==> config.mk <==
export PLATFORM = sky130hd
export DESIGN_NAME = fit_policy_block_allocator_core
export DESIGN_NICKNAME = d
export VERILOG_FILES = /design/src/rtl/fpba_pkg.sv /design/src/rtl/fpba_ctrl.sv /design/src/rtl/fpba_datapath.sv /design/src/rtl/fit_policy_block_allocator_core.sv
export SDC_FILE = /design/constraint.sdc
export NUM_CORES = 1
export LEC_CHECK = 0
export BUFFER_PORTS_ARGS = -buffer_cell sky130_fd_sc_hd__buf_2
export CORE_AREA = 4 4 293 295
export DETAILED_ROUTE_END_ITERATION = 10
export DIE_AREA = 0 0 297 299
export PLACE_DENSITY = 0.71
export SLEW_MARGIN = 20
export SYNTH_ARGS = -nofsm -noshare
export SYNTH_HDL_FRONTEND = slang
export SYNTH_HIERARCHICAL = 1
export SYNTH_SLANG_ARGS = --single-unit
==> constraint.sdc <==
create_clock -name clk -period 9.2 [get_ports clk]
set_input_delay 1.38 -clock clk [delete_from_list [all_inputs] [get_ports clk]]
set_output_delay 1.38 -clock clk [all_outputs]
set_load 0.02 [all_outputs]
==> src/rtl/fpba_pkg.sv <==
package fpba_pkg;

    // Request kinds carried on the input tuser bit.
    localparam logic REQ_LOAD  = 1'b0;
    localparam logic REQ_ALLOC = 1'b1;

    // Configuration register indexes.
    localparam logic CFG_FIT_POLICY  = 1'b0;
    localparam logic CFG_BLOCK_COUNT = 1'b1;

    localparam int CFG_DATA_W  = 7;
    localparam int SLOT_W      = 6;
    localparam int SIZE_PORT_W = 16;

    localparam logic [CFG_DATA_W-1:0] BLOCK_COUNT_RESET = 7'd64;

    typedef enum logic [1:0] {
        FIT_FIRST = 2'd0,
        FIT_NEXT  = 2'd1,
        FIT_BEST  = 2'd2,
        FIT_WORST = 2'd3
    } fit_policy_t;

    typedef struct packed {
        logic load_wr;     // store a block size from the input request
        logic scan_init;   // latch an allocate request and set up the scan
        logic scan_issue;  // read the next table entry
        logic commit;      // write back the chosen block and load the result
    } fpba_cmd_t;

    typedef struct packed {
        logic count_zero;  // no block in use
        logic last_issue;  // the read issued this cycle is the last one
        logic out_busy;    // result register still holds an untaken result
    } fpba_sts_t;

endpackage

==> src/rtl/fpba_ctrl.sv <==
module fpba_ctrl
(
    input  logic                  clk,
    input  logic                  rst_n,
    input  logic                  s_tvalid,
    input  logic                  s_tuser,
    output logic                  s_tready,
    input  fpba_pkg::fpba_sts_t   sts,
    output fpba_pkg::fpba_cmd_t   cmd
);
    import fpba_pkg::*;

    typedef enum logic [1:0] {
        ST_IDLE,
        ST_SCAN,
        ST_DRAIN,
        ST_COMMIT
    } state_t;

    state_t state_reg;
    state_t state_next;

    logic accept;

    assign s_tready = (state_reg == ST_IDLE);
    assign accept   = s_tready && s_tvalid;

    always_comb
    begin
        cmd.load_wr    = accept && (s_tuser == REQ_LOAD);
        cmd.scan_init  = accept && (s_tuser == REQ_ALLOC);
        cmd.scan_issue = (state_reg == ST_SCAN);
        cmd.commit     = (state_reg == ST_COMMIT) && !sts.out_busy;
    end

    always_comb
    begin
        state_next = state_reg;
        unique case (state_reg)
            ST_IDLE:
            begin
                if (cmd.scan_init)
                begin
                    // With no block in use there is nothing to read.
                    state_next = sts.count_zero ? ST_COMMIT : ST_SCAN;
                end
            end
            ST_SCAN:
            begin
                if (sts.last_issue)
                begin
                    state_next = ST_DRAIN;
                end
            end
            ST_DRAIN:
            begin
                state_next = ST_COMMIT;
            end
            ST_COMMIT:
            begin
                if (!sts.out_busy)
                begin
                    state_next = ST_IDLE;
                end
            end
            default:
            begin
                state_next = ST_IDLE;
            end
        endcase
    end

    always_ff @(posedge clk or negedge rst_n)
    begin
        if (!rst_n)
        begin
            state_reg <= ST_IDLE;
        end
        else
        begin
            state_reg <= state_next;
        end
    end

endmodule

==> src/rtl/fpba_datapath.sv <==
module fpba_datapath
#(
    parameter int MAX_BLOCKS = 64,
    parameter int SIZE_WIDTH = 16
)
(
    input  logic                                 clk,
    input  logic                                 rst_n,
    input  logic                                 cfg_we,
    input  logic                                 cfg_index,
    input  logic [fpba_pkg::CFG_DATA_W-1:0]      cfg_data,
    input  logic [fpba_pkg::SLOT_W-1:0]          req_slot,
    input  logic [fpba_pkg::SIZE_PORT_W-1:0]     req_size,
    input  logic                                 m_tready,
    output logic                                 out_valid,
    output logic                                 out_granted,
    output logic [fpba_pkg::SLOT_W-1:0]          out_block,
    output logic [fpba_pkg::SIZE_PORT_W-1:0]     out_size,
    input  fpba_pkg::fpba_cmd_t                  cmd,
    output fpba_pkg::fpba_sts_t                  sts
);
    import fpba_pkg::*;

    localparam int IDX_W = $clog2(MAX_BLOCKS);
    localparam int CNT_W = IDX_W + 1;

    logic [SIZE_WIDTH-1:0] mem [MAX_BLOCKS];

    fit_policy_t           policy_reg;
    logic [CFG_DATA_W-1:0] count_cfg_reg;

    logic [SIZE_WIDTH-1:0] rd_data_reg;
    logic [IDX_W-1:0]      rd_idx_reg;
    logic                  rd_valid_reg;

    logic [IDX_W-1:0]      pos_reg;
    logic [CNT_W-1:0]      remain_reg;
    logic [SIZE_WIDTH-1:0] size_reg;
    logic                  found_reg;
    logic [IDX_W-1:0]      pick_reg;
    logic [SIZE_WIDTH-1:0] pick_val_reg;
    logic [IDX_W-1:0]      rot_ptr_reg;

    logic                    out_valid_reg;
    logic                    out_granted_reg;
    logic [SLOT_W-1:0]       out_block_reg;
    logic [SIZE_PORT_W-1:0]  out_size_reg;

    logic [CNT_W-1:0]      count_eff;
    logic [IDX_W-1:0]      start_pos;
    logic [CNT_W-1:0]      pos_inc;
    logic [IDX_W-1:0]      pos_next;
    logic                  fits;
    logic                  take;
    logic [SIZE_WIDTH-1:0] new_val;
    logic                  slot_ok;

    // A block count above the table depth acts as the full table.
    assign count_eff = (32'(count_cfg_reg) > 32'(MAX_BLOCKS)) ? CNT_W'(MAX_BLOCKS)
                                                               : CNT_W'(count_cfg_reg);

    // Next fit restarts at block 0 when the pointer lies beyond the blocks in use.
    assign start_pos = ((policy_reg == FIT_NEXT) && ({1'b0, rot_ptr_reg} < count_eff))
                       ? rot_ptr_reg : '0;

    assign pos_inc  = {1'b0, pos_reg} + CNT_W'(1);
    assign pos_next = (pos_inc == count_eff) ? '0 : IDX_W'(pos_inc);

    assign fits = (rd_data_reg >= size_reg);

    always_comb
    begin
        take = 1'b0;
        if (rd_valid_reg && fits)
        begin
            if (!found_reg)
            begin
                take = 1'b1;
            end
            else
            begin
                case (policy_reg)
                    FIT_BEST:  take = (rd_data_reg < pick_val_reg);
                    FIT_WORST: take = (rd_data_reg > pick_val_reg);
                    default:   take = 1'b0;
                endcase
            end
        end
    end

    assign new_val = pick_val_reg - size_reg;
    assign slot_ok = (32'(req_slot) < 32'(MAX_BLOCKS));

    assign sts.count_zero = (count_eff == '0);
    assign sts.last_issue = cmd.scan_issue && (remain_reg == CNT_W'(1));
    assign sts.out_busy   = out_valid_reg && !m_tready;

    assign out_valid   = out_valid_reg;
    assign out_granted = out_granted_reg;
    assign out_block   = out_block_reg;
    assign out_size    = out_size_reg;

    // Block size table: one write and one registered read per cycle.
    always_ff @(posedge clk)
    begin
        if (cmd.load_wr && slot_ok)
        begin
            mem[IDX_W'(req_slot)] <= SIZE_WIDTH'(req_size);
        end
        else if (cmd.commit && found_reg)
        begin
            mem[pick_reg] <= new_val;
        end
        rd_data_reg <= mem[pos_reg];
        rd_idx_reg  <= pos_reg;
    end

    always_ff @(posedge clk or negedge rst_n)
    begin
        if (!rst_n)
        begin
            policy_reg      <= FIT_FIRST;
            count_cfg_reg   <= BLOCK_COUNT_RESET;
            rd_valid_reg    <= 1'b0;
            pos_reg         <= '0;
            remain_reg      <= '0;
            size_reg        <= '0;
            found_reg       <= 1'b0;
            pick_reg        <= '0;
            pick_val_reg    <= '0;
            rot_ptr_reg     <= '0;
            out_valid_reg   <= 1'b0;
            out_granted_reg <= 1'b0;
            out_block_reg   <= '0;
            out_size_reg    <= '0;
        end
        else
        begin
            if (cfg_we)
            begin
                case (cfg_index)
                    CFG_FIT_POLICY:  policy_reg    <= fit_policy_t'(cfg_data[1:0]);
                    CFG_BLOCK_COUNT: count_cfg_reg <= cfg_data;
                    default:         ;
                endcase
            end

            rd_valid_reg <= cmd.scan_issue;

            if (cmd.scan_init)
            begin
                size_reg   <= SIZE_WIDTH'(req_size);
                pos_reg    <= start_pos;
                remain_reg <= count_eff;
                found_reg  <= 1'b0;
            end
            else if (cmd.scan_issue)
            begin
                pos_reg    <= pos_next;
                remain_reg <= remain_reg - CNT_W'(1);
            end

            if (take)
            begin
                found_reg    <= 1'b1;
                pick_reg     <= rd_idx_reg;
                pick_val_reg <= rd_data_reg;
            end

            if (cmd.commit)
            begin
                out_valid_reg   <= 1'b1;
                out_granted_reg <= found_reg;
                out_block_reg   <= found_reg ? SLOT_W'(pick_reg) : '0;
                out_size_reg    <= found_reg ? SIZE_PORT_W'(new_val) : '0;
                if (found_reg && (policy_reg == FIT_NEXT))
                begin
                    rot_ptr_reg <= pick_reg;
                end
            end
            else if (m_tready)
            begin
                out_valid_reg <= 1'b0;
            end
        end
    end

endmodule

==> src/rtl/fit_policy_block_allocator_core.sv <==
// Channel   Direction  Signals                        Contents
// s_axis    in         s_tvalid s_tready s_tdata      load or allocate request
//                      s_tuser                        request kind
// m_axis    out        m_tvalid m_tready m_tdata      allocation result
//                      m_tuser                        granted flag
// cfg       in         cfg_we cfg_index cfg_data      fit policy, block count
//
// A load request writes its size into the table. An allocate request reads
// the block table through its single read port, one entry per cycle, over
// block_count entries (block_count capped at MAX_BLOCKS), skipping the scan
// when no block is in use. Reset is asynchronous and clears control state;
// table entries hold no value until loaded. A result waits in the output
// register while new requests are taken; the commit step stalls only when
// that register is still full.
module fit_policy_block_allocator_core
#(
    parameter int MAX_BLOCKS = 64,
    parameter int SIZE_WIDTH = 16
)
(
    input  logic                              clk,
    input  logic                              rst_n,
    input  logic                              s_tvalid,
    output logic                              s_tready,
    input  logic [23:0]                       s_tdata,   // block_slot[5:0], size_value[21:6]
    input  logic                              s_tuser,   // req_type
    output logic                              m_tvalid,
    input  logic                              m_tready,
    output logic [23:0]                       m_tdata,   // granted_block[5:0], size_left[21:6]
    output logic                              m_tuser,   // granted
    input  logic                              cfg_we,
    input  logic                              cfg_index,
    input  logic [fpba_pkg::CFG_DATA_W-1:0]   cfg_data
);
    import fpba_pkg::*;

    fpba_cmd_t cmd;
    fpba_sts_t sts;

    logic [SLOT_W-1:0]      out_block;
    logic [SIZE_PORT_W-1:0] out_size;

    fpba_ctrl u_ctrl
    (
        .clk      (clk),
        .rst_n    (rst_n),
        .s_tvalid (s_tvalid),
        .s_tuser  (s_tuser),
        .s_tready (s_tready),
        .sts      (sts),
        .cmd      (cmd)
    );

    fpba_datapath
    #(
        .MAX_BLOCKS (MAX_BLOCKS),
        .SIZE_WIDTH (SIZE_WIDTH)
    )
    u_datapath
    (
        .clk         (clk),
        .rst_n       (rst_n),
        .cfg_we      (cfg_we),
        .cfg_index   (cfg_index),
        .cfg_data    (cfg_data),
        .req_slot    (s_tdata[5:0]),
        .req_size    (s_tdata[21:6]),
        .m_tready    (m_tready),
        .out_valid   (m_tvalid),
        .out_granted (m_tuser),
        .out_block   (out_block),
        .out_size    (out_size),
        .cmd         (cmd),
        .sts         (sts)
    );

    assign m_tdata = {2'b00, out_size, out_block};

endmodule
==> results.ini <==
[logic_synthesis]
synth.distinct_cells=66
synth_most_common_cell=edfxtp_1
ys_seq_area_frac=0.737
synth_top_area_share=0.675
synth_seq_cells=1140
synth-edff-count=1024
postSynthCellCount=2187
avgSynthCellArea_um2=20.8
async_flop_share=0.0825
synth_top_cell_by_area=edfxtp_1
synth_warnings=6
synth_area_leaders=edfxtp_1, mux4_2, dfrtp_1
netlist_top_cells_count=edfxtp_1, mux4_2, dfrtp_1, nand2_1, nor2_1
synth_area_um2=45500
ys.flop_type=edfxtp_1

[job]
max_cap_viol_count=0

[pwr]
pwr-share-comb=0.251
p_int_w=0.00979
p_clk_frac=0.312
p_sw_frac=0.278
ir_worst_vdd_mv=0.380
power.switching_w=0.00378
p_total_w=0.0136
seqPwrFrac=0.437
p_per_area_nw_per_um2=266
power.leakage_nw=17.0

[setup_path]
start_kind=input port
crit_family=simple AND/OR/NAND/NOR gates
end_kind=flop
timing.rr.start=u_ctrl/state_reg[0]$_DFFE_PN0P_
crit_type=input port to flop
r2r_slack_ns=4.61
cp_max_fo=34
worst-path-buf-inv=3
worst_path_largest_cell_delay_ns=0.62
r2r_cells=10
cp.required_ns=9.55
regToRegEndpoint=u_datapath/mem[39][7]$_DFFE_PP_
arrival_ns=5.37
worst_path_max_delay_cell=nor2_1
crit_path_cell_trace=buf_2, nor2b_1, and2b_2, nand2_1, or2_2, buf_4, nand3b_1, o31ai_1, nand2_1, nor2_1, buf_4

[finish]
stdcell_count=3520
utilization=0.613
drive_gt1_frac=0.279
synthToLayoutAreaGrowth_pct=12.0
top_register=u_datapath/mem
nNetsFinal=2447
fillers=5614
largest_reg_flops=1024

[detailed_routing]
firstDrtPassIters=6
route.detailed.drc=0
routed_wl_um=103000
drtIter0Drc=2531
antenna_left=0
viasPerCell=6.36
num_vias=22400
wire_per_inst_um=29.3

[sta]
grt_setup_unrepaired=no
fmax_mhz=200
setup_violations=0
worst_pin_slew_ns=1.01
fin_hold_ws_ns=0.444
period_needed_ns=5.01
hold_viol=0
maxSlewViolCount=0
relSlewSlack=0.328
finalClockSkew_ns=0.0177
finalCritPeriodShare=0.545
setup_tns_ns=0

[clock_tree]
cts_buffer_depth=3
cts_made_buffers=108
cts.sinks=1140
cts_tree=done
post_cts_buffers=0
cts_hold_buf=0
cts_resized=0
clk_pin_slew_worst_paths_ns=0.06
htreeDepth=3
clock_latency_ns=0.68
cts-root-buf=clkbuf_16

[placement]
dp.cells=3319
hpwl_um=59400
place.gp.congestion=0.829
port_buffers=60

[die]
num_rows=106
die_x_um=297
die_area_um2=88800
fp.dieH_um=299
ios=65
start_util=0.547
core_um2=83200

[grt]
grt_pass1_wl_um=153000
globalRouteOverflowTotal=0
grt_pass1_vias=23000
grt_max_degree=135
antenna_found_initial=6
grtUsageTotal=0.235

[worst_hold_path]
min_from=u_datapath/rd_idx_reg[3]$_DFF_P_
hold_class=flop to flop
hold_depth=1
hold_end=u_datapath/pick_reg[3]$_DFFE_PN0P_

[run_status]
status=complete, no violations

[cells in the final DEF, fill, tap and decap left out, types with 27 or more instances in the layout]
cell type  count
dfrtp_1       89
inv_1         60
a21oi_1       27
buf_2         59
clkbuf_16    109
nor2_1        84
o21ai_0       39
edfxtp_1    1024
buf_4         91
ha_1          59
nand2_1       85
mux4_2       336
[final cells by class]
| class | count | area [um2] | area share |
|---|---|---|---|
| Sequential cell | 1140 | 33600 | 0.658 |
| Clock inverter | 58 | 509 | 0.00998 |
| Inverter | 62 | 233 | 0.00456 |
| Multi-Input combinational cell | 883 | 11400 | 0.223 |
| Tap cell | 1080 | 1350 | 0.0265 |
| Antenna cell | 4 | 10.0 | 0.000196 |
| Timing Repair Buffer | 154 | 1070 | 0.0209 |
| Clock buffer | 139 | 2880 | 0.0565 |
[cell families after synthesis]
group | count (synthesis) | share of synthesized area
flip-flops | 1140 | 0.737
AO/OA/AOI/OAI | 171 | 0.0237
adder cells (fa/ha/maj) | 61 | 0.0169
XOR/XNOR | 28 | 0.00539
AND/OR/NAND/NOR | 245 | 0.0241
multiplexers | 376 | 0.176
buffers and inverters | 165 | 0.0170
other | 1 | 0.0000824
[per-layer routing]
metal | routed length [um] | share of wire | vias to the layer above | track usage
met4 | 2640 | 0.026 | 0 | 0.0640
li1 | - | - | 9329 | -
met5 | 0 | 0 | - | 0
met3 | 8400 | 0.081 | 173 | 0.0388
met1 | 41200 | 0.40 | 11900 | 0.339
met2 | 51100 | 0.49 | 953 | 0.380
[metrics by stage]
| stage | setup WS [ns] | cell area [um2] |
|---|---|---|
| 3_3_place_gp | 3.74 | 47600 |
| 4_1_cts | 4.26 | 51000 |
| 3_5_place_dp | 3.57 | 47600 |
| 6_report | 4.19 | 51000 |
| 5_1_grt | 3.93 | 51000 |
| 2_1_floorplan | 4.28 | 45500 |
[worst register-to-register path, delay by kind of cell, from the launching register on]
kind	cells	cell delay (ns)
compound gates	1	0.20
fa+ha+maj	1	0.25
flops	1	0.42
simple gates	6	2.45
buf+inv	2	0.96
[worst max path at each step]
stage | from | end | slack, ns | cells past startpoint
after floorplan | m_tready | u_datapath/mem[0][12]$_DFFE_PP_ | 4.28 | 9
after global placement | m_tready | u_datapath/mem[37][2]$_DFFE_PP_ | 3.74 | 11
after detailed placement | m_tready | u_datapath/mem[39][2]$_DFFE_PP_ | 3.57 | 11
after CTS | m_tready | u_datapath/mem[39][7]$_DFFE_PP_ | 4.26 | 11
after global routing | m_tready | u_datapath/mem[37][4]$_DFFE_PP_ | 3.93 | 11
final | m_tready | u_datapath/mem[39][7]$_DFFE_PP_ | 4.19 | 11
[power groups by stage]
stage,Sequential (W),Combinational [W],Clock (W)
detailed placement,0.00604,0.00344,0
global placement,0.00608,0.00333,0
global route,0.00594,0.00359,0.00453
CTS,0.00593,0.00345,0.00431
finish,0.00593,0.00340,0.00424
floorplan,0.00587,0.00250,0
(Power assumes the default switching activity.)
